==> config.mk <==
export PLATFORM = sky130hd
export DESIGN_NAME = sssa_ctrl
export DESIGN_NICKNAME = d
export VERILOG_FILES = /design/src/rtl/core/sssa_pkg.sv /design/src/rtl/core/sssa_ctrl.sv
export VERILOG_INCLUDE_DIRS = /design/src /design/src/rtl/core
export SDC_FILE = /design/constraint.sdc
export NUM_CORES = 1
export LEC_CHECK = 0
export BUFFER_PORTS_ARGS = -buffer_cell sky130_fd_sc_hd__buf_2
export CAP_MARGIN = 25
export CORE_UTILIZATION = 45
export DETAILED_ROUTE_END_ITERATION = 7
export GPL_ROUTABILITY_DRIVEN = 0
export PLACE_DENSITY = 0.79
export SYNTH_ARGS = -nofsm -noshare
export SYNTH_HDL_FRONTEND = slang
export SYNTH_SLANG_ARGS = --single-unit
==> constraint.sdc <==
create_clock -name i_clk -period 5.6 [get_ports i_clk]
set_clock_uncertainty 0.2 [all_clocks]
set_input_delay 1.68 -clock i_clk [delete_from_list [all_inputs] [get_ports i_clk]]
set_output_delay 1.68 -clock i_clk [all_outputs]
set_load 0.02 [all_outputs]
==> src/rtl/core/assert_macros.svh <==
// ----------------------------------------------------------------------------
// assert_macros.svh
// Shorthand for clocked concurrent assertions used in the RTL.
// ----------------------------------------------------------------------------
`ifndef ASSERT_MACROS_SVH
`define ASSERT_MACROS_SVH

// Same-cycle implication, disabled while reset is active
`define AST_IMPL(lbl, clk, rst_n, ante, cons) \
    lbl: assert property (@(posedge clk) disable iff (!rst_n) (ante) |-> (cons)) \
        else $error("assertion failed: same-cycle implication");

// Next-cycle implication, disabled while reset is active
`define AST_NEXT(lbl, clk, rst_n, ante, cons) \
    lbl: assert property (@(posedge clk) disable iff (!rst_n) (ante) |=> (cons)) \
        else $error("assertion failed: next-cycle implication");

`endif

==> src/rtl/core/sssa_pkg.sv <==
`default_nettype none
// ----------------------------------------------------------------------------
// sssa_pkg
// Shared types, register indexes and constants of the seek steering step.
// ----------------------------------------------------------------------------
package sssa_pkg;

    // configuration register indexes
    localparam logic [7:0] CFG_MAX_SPEED = 8'd0;
    localparam logic [7:0] CFG_MAX_FORCE = 8'd1;
    localparam logic [7:0] CFG_START_X   = 8'd2;
    localparam logic [7:0] CFG_START_Y   = 8'd3;

    // angles in 2^-16 degree, heading wrap in 2^-7 degree
    localparam logic signed [26:0] DEG180 = 27'sd11796480;
    localparam logic signed [26:0] DEG360 = 27'sd23592960;
    localparam logic [15:0] HEADING_WRAP  = 16'd46080;

    // commands from controller to datapath
    typedef struct packed {
        logic load_in;
        logic load;
        logic sqx;
        logic sqy;
        logic sqrt_go;
        logic mulx;
        logic muly;
        logic div_go;
        logic wrx;
        logic wry;
        logic force_f;
        logic fcopy;
        logic sum;
        logic move;
        logic out_wr;
    } t_cmd;

    // status from datapath to controller
    typedef struct packed {
        logic sqrt_busy;
        logic div_busy;
        logic cord_busy;
        logic clip;
        logic out_hold;
    } t_stat;

    // arctangent of 2^-i in 2^-16 degree
    function automatic logic [21:0] atan_deg16(input logic [4:0] idx);
        logic [21:0] v;
        case (idx)
            5'd0:  v = 22'd2949120;
            5'd1:  v = 22'd1740967;
            5'd2:  v = 22'd919879;
            5'd3:  v = 22'd466945;
            5'd4:  v = 22'd234379;
            5'd5:  v = 22'd117304;
            5'd6:  v = 22'd58666;
            5'd7:  v = 22'd29335;
            5'd8:  v = 22'd14668;
            5'd9:  v = 22'd7334;
            5'd10: v = 22'd3667;
            5'd11: v = 22'd1833;
            5'd12: v = 22'd917;
            5'd13: v = 22'd458;
            5'd14: v = 22'd229;
            5'd15: v = 22'd115;
            5'd16: v = 22'd57;
            5'd17: v = 22'd29;
            5'd18: v = 22'd14;
            5'd19: v = 22'd7;
            5'd20: v = 22'd4;
            5'd21: v = 22'd2;
            5'd22: v = 22'd1;
            default: v = 22'd0;
        endcase
        return v;
    endfunction

endpackage
`default_nettype wire

==> src/rtl/core/sssa_ctrl.sv <==
`default_nettype none
// ----------------------------------------------------------------------------
// sssa_ctrl
// Sequencer: walks two or three vector rescales, CORDIC and result write.
// ----------------------------------------------------------------------------
`include "assert_macros.svh"
module sssa_ctrl
    import sssa_pkg::*;
(
    input  wire   i_clk,
    input  wire   i_rst_n,
    input  wire   i_in_valid,
    output logic  o_in_ready,
    input  t_stat i_st,
    output t_cmd  o_cmd
);

    localparam logic [4:0] S_IDLE  = 5'd0;
    localparam logic [4:0] S_LOAD  = 5'd1;
    localparam logic [4:0] S_SQX   = 5'd2;
    localparam logic [4:0] S_SQY   = 5'd3;
    localparam logic [4:0] S_CMP   = 5'd4;
    localparam logic [4:0] S_SQRT  = 5'd5;
    localparam logic [4:0] S_SQW   = 5'd6;
    localparam logic [4:0] S_MULX  = 5'd7;
    localparam logic [4:0] S_DX    = 5'd8;
    localparam logic [4:0] S_DXW   = 5'd9;
    localparam logic [4:0] S_MULY  = 5'd10;
    localparam logic [4:0] S_DY    = 5'd11;
    localparam logic [4:0] S_DYW   = 5'd12;
    localparam logic [4:0] S_FORCE = 5'd13;
    localparam logic [4:0] S_FCOPY = 5'd14;
    localparam logic [4:0] S_SUM   = 5'd15;
    localparam logic [4:0] S_MOVE  = 5'd16;
    localparam logic [4:0] S_CW    = 5'd17;
    localparam logic [4:0] S_OUTW  = 5'd18;

    localparam logic [1:0] PH_TGT = 2'd0;
    localparam logic [1:0] PH_FRC = 2'd1;
    localparam logic [1:0] PH_VEL = 2'd2;

    logic [4:0] r_state, n_state;
    logic [1:0] r_ph, n_ph;
    logic       w_start;

    assign o_in_ready = (r_state == S_IDLE);
    assign w_start    = i_in_valid && o_in_ready;

    // next state and commands
    always_comb begin
        n_state = r_state;
        n_ph    = r_ph;
        o_cmd   = '0;
        case (r_state)
            S_IDLE: begin
                if (i_in_valid) begin
                    o_cmd.load_in = 1'b1;
                    n_state = S_LOAD;
                end
            end
            S_LOAD: begin
                o_cmd.load = 1'b1;
                n_ph    = PH_TGT;
                n_state = S_SQX;
            end
            S_SQX: begin
                o_cmd.sqx = 1'b1;
                n_state = S_SQY;
            end
            S_SQY: begin
                o_cmd.sqy = 1'b1;
                n_state = (r_ph == PH_FRC) ? S_CMP : S_SQRT;
            end
            S_CMP: begin
                n_state = i_st.clip ? S_SQRT : S_SUM;
            end
            S_SQRT: begin
                o_cmd.sqrt_go = 1'b1;
                n_state = S_SQW;
            end
            S_SQW: begin
                if (!i_st.sqrt_busy) n_state = S_MULX;
            end
            S_MULX: begin
                o_cmd.mulx = 1'b1;
                n_state = S_DX;
            end
            S_DX: begin
                o_cmd.div_go = 1'b1;
                n_state = S_DXW;
            end
            S_DXW: begin
                if (!i_st.div_busy) begin
                    o_cmd.wrx = 1'b1;
                    n_state = S_MULY;
                end
            end
            S_MULY: begin
                o_cmd.muly = 1'b1;
                n_state = S_DY;
            end
            S_DY: begin
                o_cmd.div_go = 1'b1;
                n_state = S_DYW;
            end
            S_DYW: begin
                if (!i_st.div_busy) begin
                    o_cmd.wry = 1'b1;
                    case (r_ph)
                        PH_TGT:  n_state = S_FORCE;
                        PH_FRC:  n_state = S_FCOPY;
                        default: n_state = S_MOVE;
                    endcase
                end
            end
            S_FORCE: begin
                o_cmd.force_f = 1'b1;
                n_ph    = PH_FRC;
                n_state = S_SQX;
            end
            S_FCOPY: begin
                o_cmd.fcopy = 1'b1;
                n_state = S_SUM;
            end
            S_SUM: begin
                o_cmd.sum = 1'b1;
                n_ph    = PH_VEL;
                n_state = S_SQX;
            end
            S_MOVE: begin
                o_cmd.move = 1'b1;
                n_state = S_CW;
            end
            S_CW: begin
                if (!i_st.cord_busy) n_state = S_OUTW;
            end
            S_OUTW: begin
                if (!i_st.out_hold) begin
                    o_cmd.out_wr = 1'b1;
                    n_state = S_IDLE;
                end
            end
            default: n_state = S_IDLE;
        endcase
    end

    always_ff @(posedge i_clk) begin
        if (!i_rst_n) begin
            r_state <= S_IDLE;
            r_ph    <= PH_TGT;
        end else begin
            r_state <= n_state;
            r_ph    <= n_ph;
        end
    end

    `AST_NEXT(a_start_load, i_clk, i_rst_n, w_start, r_state == S_LOAD)
    `AST_IMPL(a_out_free, i_clk, i_rst_n, o_cmd.out_wr, !i_st.out_hold)
    `AST_NEXT(a_div_wait, i_clk, i_rst_n, (r_state == S_DXW) && i_st.div_busy, r_state == S_DXW)

endmodule
`default_nettype wire

==> metrics.txt <==
sequential share of the synthesized area=18.6%; GRT overflow=0; average wire per standard cell=14.7 um; Setup Fix Bufs, Post-CTS=0; Total GRT Usage=23.2%; critical path class=input pin to output port; Pre-antenna DRT Iters=4; post-cts resize count=0; Pins Over Slew Limit=0; post-synth net total=111; initial antenna violation count=0; DR iter-0 viols=12; Die Wd=42.9 um; Worst-Skew Late Latency=0.25 ns; Synth top area share=18.6%; half-perimeter wire length after placement=1450 um; Post-Syn Area=754 um2; Req. time, crit path=3.72 ns; CTS tree=built; VDD IR max=0.000303 V; Worst setup SP type=input pin; cts bufs inserted=3; synth top area cells=dfxtp_1 (19%), nor2_1 (8.0%), a21oi_1 (5.3%); Tmin final=4.07 ns; Synth-to-Final Area Change=13.4%; htree depth=1; Crit. End Element=output port; share of layout cells above drive strength 1=26.4%; CP Max Fanout=2; setup_tns=0 ns; first-pass GRT wire length=3330 um; n_diodes=0; die area=1840 um2; status=finished, final reports clean; Max Cap Violations=0; pin count of the biggest net entering global routing=18; Seq. cell area=140 um2; Cells after Synth=103; number of global-route vias before repair=752; port bufs=23; most frequent cells in the layout=buf_2 (23), nor2_1 (16), a21oi_1 (8), inv_1 (7), dfxtp_1 (7); number of library cell types mapped by synthesis=40; clock buffer depth=2; Fillers=150; Die Height=42.9 um; drt via density=6.30; Power Dens Cells=439 nW/um2; Multi-input gate area=528 um2; Core Footprint=1540 um2; period utilisation layout=72.7%; fmax=246 MHz; worst min path class=flip-flop to flip-flop; fin cells=137; Post-Route WL=2010 um; FP Rows=14; most common cell after layout, fill and taps aside=buf_2; Nets=130; DRT antenna net count=0; placed cells=133; Slew headroom=61.5%; Worst Max-Slew Pin Slew=0.577 ns; Reg clk slew, reported paths=0.05 ns; # setup viols final=0; Root Buffer=clkbuf_4; area leader, netlist=dfxtp_1; Leak Pwr=0.352 nW; DRC violations left=0; final hold violation count=0; average size of a mapped cell=7.32 um2; WP data arrival=2.19 ns; unrepaired setup endpoints after global routing=no; DR vias=863; post-synthesis register bit count=7; initial core utilization=48.9%; # hold bufs at CTS=0; Warnings, synthesis=0; Num Clock Sinks=7; # IOs=24
[through the flow]
step	hold slack [ns]	setup slack (ns)	power, mW	utilization [%]	cell area, um2
4_1_cts	0.381	1.53	0.376	55.5	856
3_3_place_gp	0.358	1.58	0.320	53.8	830
6_report	0.383	1.53	0.376	55.5	856
3_5_place_dp	0.372	1.53	0.330	53.8	830
2_1_floorplan	0.308	1.50	0.287	-	754
5_1_grt	0.418	1.49	0.409	55.5	856
[where the power goes]
part / internal [mW] / leakage [nW] / switching (mW)
Sequential: 0.0608 / 0.0571 / 0.0456
Clock: 0.0271 / 0.0150 / 0.0174
Combinational: 0.0942 / 0.280 / 0.131
Total: 0.182 / 0.352 / 0.194
[metal layers]
layer / part of all wire (%) / GRT usage [%] / vias up
met5: 0 / 0 / -
met3: 7.6 / 5.53 / 4
met2: 47 / 40.0 / 43
met1: 44 / 28.1 / 401
met4: 0.65 / 7.27 / 0
li1: - / - / 415
[Yosys cell counts]
master     instances
o22ai_1            1
nor3_1             4
a32oi_1            1
a2bb2oi_1          1
o32a_1             1
nand4bb_1          2
buf_6              2
a31oi_1            1
o21ai_0            2
or2_1              1
nand2b_1           3
and4bb_1           1
nand3_1            1
inv_1              7
nor4_1             1
dfxtp_1            7
o32ai_1            3
a211oi_1           3
and2_1             1
buf_4              1
nand2_1            6
a41oi_2            1
nand3b_2           1
or3_1              1
o31ai_1            2
nand3b_1           2
buf_2              6
nor2_1            16
xnor2_1            2
mux2i_1            1
or2_2              1
a21oi_2            1
o31a_1             1
nor4b_2            1
o211ai_1           2
or3_4              1
o311a_1            1
a21o_1             1
or3b_1             4
a21oi_1            8
[worst max-delay path: stages]
cell and delay (ns):
buf_2 0.10, nor3_1 0.20, buf_2 0.21
[cells by family after synthesis]
kind of cell | count (synthesis) | synth area share [%]
flip-flops | 7 | 18.6
AND/OR/NAND/NOR | 47 | 37.1
multiplexers | 1 | 1.33
buffers and inverters | 16 | 11.4
AO/OA/AOI/OAI | 30 | 29.2
XOR/XNOR | 2 | 2.32
[path summary, 6_finish.rpt]
| path | to | start | cells after the start | slack, ns |
|---|---|---|---|---|
| setup / recovery | o_cmd[0] | i_st[0] | 3 | 1.53 |
| hold / removal | r_state[4] | r_ph[1] | 2 | 0.38 |
| setup reg to reg | r_state[2] | r_state[2] | 4 | 3.47 |
| hold reg to reg | r_state[4] | r_ph[1] | 2 | 0.38 |
[area by class of cell]
type	instances	area share, %
clock buffers	4	3.07
repair buffers	23	13.5
multi-input cells	80	61.7
flip-flops and latches	7	16.4
well taps	16	2.34
inverters	7	3.07
[registers in the layout (all words and copies together), names as in the netlist]
signal   count
r_state      5
r_ph         2
Note: power is estimated with default switching activity, not from simulation.
